<file path="src/sv/lsse_pkg.sv">
// ----------------------------------------------------------------------------
// lsse_pkg
// Shared constants, types and helpers of the forward-Euler plant step unit.
// ----------------------------------------------------------------------------
package lsse_pkg;

  // model dimensions and number format
  localparam int MAX_STATES  = 4;
  localparam int MAX_INPUTS  = 2;
  localparam int MAX_OUTPUTS = 2;
  localparam int FRAC_BITS   = 16;

  // products summed by one lane per phase
  localparam int NUM_TERMS = MAX_STATES + MAX_INPUTS;
  localparam int KW        = (NUM_TERMS > 1) ? $clog2(NUM_TERMS) : 1;
  localparam int SW        = (MAX_STATES > 1) ? $clog2(MAX_STATES) : 1;
  localparam int IW        = (MAX_INPUTS > 1) ? $clog2(MAX_INPUTS) : 1;
  localparam int LANES     = (MAX_OUTPUTS > MAX_STATES) ? MAX_OUTPUTS : MAX_STATES;

  // accumulator: 64-bit products shifted right, a few of them summed
  localparam int ACC_W = 64 - FRAC_BITS + 4;

  localparam logic signed [ACC_W-1:0] SAT_HI = ACC_W'(64'sh7fff_ffff);
  localparam logic signed [ACC_W-1:0] SAT_LO = -SAT_HI - ACC_W'(1);

  // operation codes of an input transaction
  typedef enum logic [1:0] {
    OP_COEF = 2'd0,
    OP_INIT = 2'd1,
    OP_STEP = 2'd2,
    OP_NOP  = 2'd3   // reserved, ignored
  } op_e;

  // coefficient matrix select codes
  localparam logic [1:0] MAT_A = 2'd0;
  localparam logic [1:0] MAT_B = 2'd1;
  localparam logic [1:0] MAT_C = 2'd2;
  localparam logic [1:0] MAT_D = 2'd3;

  // configuration register indexes
  localparam logic [1:0] REG_STATE_COUNT  = 2'd0;
  localparam logic [1:0] REG_INPUT_COUNT  = 2'd1;
  localparam logic [1:0] REG_OUTPUT_COUNT = 2'd2;
  localparam logic [1:0] REG_STEP_SIZE    = 2'd3;

  // per-lane control from the sequencer
  typedef struct packed {
    logic clr;
    logic en;
  } lane_ctrl_t;

  // saturate an accumulator value to signed 32 bits
  function automatic logic signed [31:0] sat32(input logic signed [ACC_W-1:0] v);
    logic signed [31:0] r;
    if (v > SAT_HI) begin
      r = 32'sh7fff_ffff;
    end else if (v < SAT_LO) begin
      r = 32'sh8000_0000;
    end else begin
      r = v[31:0];
    end
    return r;
  endfunction

endpackage

</file>
<file path="src/sv/lsse_lane.sv">
// ----------------------------------------------------------------------------
// lsse_lane
// One multiply-accumulate lane: registered 32x32 product, floor shift by the
// fraction bits, exact accumulation.
// ----------------------------------------------------------------------------
module lsse_lane import lsse_pkg::*; (
  input  logic                    clk_i,
  input  logic                    rst_ni,
  input  lane_ctrl_t              ctrl_i,
  input  logic signed [31:0]      op_a_i,
  input  logic signed [31:0]      op_b_i,
  output logic signed [ACC_W-1:0] acc_o
);

  logic signed [63:0]      prod_d;
  logic signed [63:0]      prod_q;
  logic                    prod_vld_q;
  logic signed [ACC_W-1:0] acc_q;

  // full product of the two operands
  assign prod_d = op_a_i * op_b_i;

  // product stage
  always_ff @(posedge clk_i or negedge rst_ni) begin
    if (!rst_ni) begin
      prod_vld_q <= 1'b0;
    end else begin
      prod_vld_q <= ctrl_i.en;
    end
  end

  always_ff @(posedge clk_i) begin
    prod_q <= prod_d;
  end

  // accumulate stage, arithmetic shift truncates toward minus infinity
  always_ff @(posedge clk_i or negedge rst_ni) begin
    if (!rst_ni) begin
      acc_q <= '0;
    end else if (ctrl_i.clr) begin
      acc_q <= '0;
    end else if (prod_vld_q) begin
      acc_q <= acc_q + ACC_W'(prod_q >>> FRAC_BITS);
    end
  end

  assign acc_o = acc_q;

endmodule

</file>
<file path="config.mk">
export PLATFORM = sky130hd
export DESIGN_NAME = lsse_lane
export DESIGN_NICKNAME = d
export VERILOG_FILES = /design/src/sv/lsse_pkg.sv /design/src/sv/lsse_lane.sv
export SDC_FILE = /design/constraint.sdc
export NUM_CORES = 2
export LEC_CHECK = 0
export ABC_CLOCK_PERIOD_IN_PS = 6400
export BUFFER_PORTS_ARGS = -buffer_cell sky130_fd_sc_hd__buf_4
export CAP_MARGIN = 20
export CORE_AREA = 10 10 287 289
export DETAILED_ROUTE_END_ITERATION = 12
export DIE_AREA = 0 0 297 299
export PLACE_DENSITY = 0.71
export RECOVER_POWER = 25
export SLEW_MARGIN = 20
export SYNTH_ARGS = -nofsm -noshare
export SYNTH_HDL_FRONTEND = slang
export SYNTH_SLANG_ARGS = --single-unit
</file>
<file path="constraint.sdc">
create_clock -name clk_i -period 6.4 [get_ports clk_i]
set_input_delay 0.32 -clock clk_i [delete_from_list [all_inputs] [get_ports clk_i]]
set_output_delay 0.32 -clock clk_i [all_outputs]
set_load 0.01 [all_outputs]
</file>
==> metrics list <==
- Run status: complete, but fails checks
- Violations in the final reports: capacitance limit, slew limit, setup timing
* Worst skew pair latency: 0.37 ns
* Layout overhead on the synthesized area: 19.6%
* Die Span Y: 299 µm
- #FFs+latches synth: 101
- Setup slack on the worst reg-to-reg path comes out at 2.94 ns.
- Half-perimeter wire length after detailed placement: 100 mm
- Static timing analysis puts the maximum clock frequency at 143 MHz.
- The cell sitting at the root of the clock tree is a clkbuf_16.
* Placed instance area: 0.0471 mm²
* Diodes inserted: 0
- Footprint of the flip-flops and latches: 0.00229 mm²
* Worst Min Path Start: ctrl_i[0]
* Number of cell instances on the worst register-to-register path: 11
* Number of buffers created by CTS: 9
- Max-cap violations in this run came to 1.
- Antenna Violating Nets Remaining: 0
* Iteration count of the initial detailed-routing pass: 6
* Count of fill cells added during filler insertion: 5,981
- First-pass GRT wire length: 189 mm
- Maximum number of buffers from clock root to sink: 2
* Vias after detailed routing: 31,800
- The number of hold violations in the final report was 0.
- Main synth FF type: dfrtp_1
* NumNets Final: 6,237
* Cells taking the most area after synthesis: fa_1 (52%), inv_1 (8.6%), and2_1 (7.9%), ha_1 (6.9%), nand2_1 (5.0%)
- Aggregate routed wire length: 118 mm
- Arrival time of data at the critical path endpoint: 7.26 ns
* Global placer's final weighted congestion: 0.960
- Synthesized area: 0.0417 mm²
- After synthesis, the mean cell area works out to 9.43 µm².
- Setup repair after global routing missed its margin: true
- The max-slew violation total from the final report was 54.
- Sequential cell area fraction in the yosys report: 5.48%
- Endpoint with the worst hold slack: prod_vld_q$_DFF_PN0_
- By startpoint and endpoint, the worst setup path is classified as in -> reg.
- In the finished design, the share of the clock period the worst path needs comes to 109%.
- Clock tree from TritonCTS: built
* Count of cells along the worst hold path: 1
- Routed length per instance: 20.1 µm
- Yosys instantiated no cell more often than fa_1.
- Initial antenna violation count: 2
- Top-Level Pins: 120
- Type of origin of the critical path: input pin
- Final hold slack: 0.0734 ns
- In the final layout, the multi-input gates occupy 0.0364 mm².
- The floorplan step defined a die boundary enclosing 0.0888 mm².
* Initial detailed-routing violation count: 2,482
- The commonest cells after synthesis are fa_1 (1,082), inv_1 (950), nand2_1 (550), and2_1 (525), ha_1 (231).
- The H-tree was split into 3 levels.
- Buffers inserted to repair hold after CTS numbered 0.
- At the worst endpoint, the required time is 6.69 ns.
- At the pin with the least slew margin, the transition time is 3.00 ns.
- Setup slack on the critical path of the routed design comes to -0.571 ns.
- Global routing usage summed across all routing layers: 26.7%
- Placed cell count: 5,802
- Kind of end point of the critical path: flip-flop
* Non-filler instance count after layout: 5,901
* Time the worst path needs with I/O delays and setup: 6.97 ns
- Clk slew on worst S/H paths: 0.08 ns
- Cell count after synthesis: 4,425
* Overall overflow remaining after global route: 0
- CTS saw 101 sinks.
- Number of global-route vias before repair: 34,800
- Cells with a size suffix above 1 make up 20.2% of the layout.
* Maximum fanout along the worst path: 10
- Residual DRC count: 0
* Via-per-instance ratio: 5.39
- Yosys mapped a number of flops with a built-in enable equal to 0.
* Startpoint of the worst-slack reg-to-reg timing path: acc_o[0]$_DFFE_PN0P_
- Input and output buffers added on the ports amount to 119.
* Top-area cell type share of the netlist area: 51.9%
- Library cell with the largest summed area after synthesis: fa_1
* Fraction of synthesis flops using an asynchronous set or reset pin: 52.5%
* Final cell area excluding filler cells: 0.0499 mm²
- Post-synthesis cell type count: 90
- Terminus of the critical flop-to-flop path: acc_o[50]$_DFFE_PN0P_
- Core area: 0.0767 mm²
- The initial utilization of the core area, before any placement, comes to 54.4%.
- The worst hold path belongs to the class in -> reg.
- The clock arrives with 0.0173 ns of skew.
* Num rows: 102
- In this run the tightest slew margin relative to its limit is -100%.
* Warnings from Yosys: 0
* X dimension of the die: 297 µm
- Setup violations remaining at the end of the flow were counted as 26.
* Maximum number of pins on one net before global-route repair: 55
- In the final timing run, aggregate negative setup slack is -8.18 ns.
- Synthesized net count: 5,806
[sequential cells by signal, summed over array words and instances, names as in the netlist]
signal      flops
prod_q         48
acc_o          52
prod_vld_q      1
[worst max-delay path, stage by stage]
cell	delay, ns
buf_16	0.13
buf_12	0.15
nand2_1	0.09
fa_1	0.50
fa_1	0.57
fa_1	0.47
fa_1	0.57
inv_2	0.04
fa_1	0.48
inv_2	0.04
fa_1	0.49
inv_2	0.04
fa_1	0.50
fa_1	0.53
ha_4	0.30
o21ai_2	0.06
a21oi_1	0.13
nor2_1	0.11
a21oi_4	0.18
a2111oi_4	0.09
buf_4	0.17
or4_4	0.55
a2111o_1	0.43
a21oi_2	0.15
xor2_1	0.15
[placed cells by master, fill, tap and decap left out, drive strengths merged, types with 8 or more instances in the layout]
master	count
dfrtp	53
nor2	113
a31oi	13
xor2	34
o21bai	17
nand2	550
buf	644
and4	8
clkbuf	15
nand3	29
fa	1082
or3	9
a211oi	16
nand4	21
and2	525
nand2b	12
and3	17
dfxtp	48
mux2i	32
a21oi	111
ha	231
inv	951
nor3	17
a21o	57
xnor2	63
o21ai	63
[final cells by class]
class                   count  share of cell area (%)
multi-input cells        3142                    72.9
repair buffers            652                    12.1
inverters                 950                    7.17
flip-flops and latches    101                    4.59
well taps                1040                    2.61
clock buffers              10                   0.459
clock inverters             6                   0.140
[timing repair]
item / CTS / global route
cloned: 5 / 3
buffers inserted: 46 / 30
setup endpoints to repair: 35 / 45
pin swaps: 121 / 119
resized for setup: 223 / 188
[cell families after synthesis]
kind of cell | share of synthesized area (%)
adder cells (fa/ha/maj) | 58.9
AND/OR/NAND/NOR | 16.3
AO/OA/AOI/OAI | 5.87
multiplexers | 0.768
flip-flops | 5.48
buffers and inverters | 10.7
XOR/XNOR | 2.04
[through the flow]
stage	util (%)	setup WS, ns
2_1_floorplan	-	-0.881
3_3_place_gp	61.4	-0.959
3_5_place_dp	61.4	-1.07
4_1_cts	63.7	-0.542
5_1_grt	65.0	-0.797
6_report	65.0	-0.571
[layer usage]
layer	GRT usage, %	vias to the layer above	wire length, µm
met2	43.0	1247	54500
met1	36.7	16400	50500
met5	0	-	22
met4	6.39	4	3150
met3	5.64	189	10200
li1	-	14000	-
[how the worst max path moves through the flow]
stage          slack [ns]       start                 end
2_1_floorplan       -0.88  op_a_i[31]  prod_q[59]$_DFF_P_
3_3_place_gp        -0.96  op_a_i[31]  prod_q[62]$_DFF_P_
3_5_place_dp        -1.07   op_b_i[9]  prod_q[60]$_DFF_P_
4_1_cts             -0.54   op_b_i[7]  prod_q[62]$_DFF_P_
5_1_grt             -0.80   op_b_i[5]  prod_q[57]$_DFF_P_
6_report            -0.57   op_b_i[2]  prod_q[57]$_DFF_P_
Power is left out: the tool's default activity adds up to more than one toggle a clock period on the data nets, which glitch-free logic cannot reach.
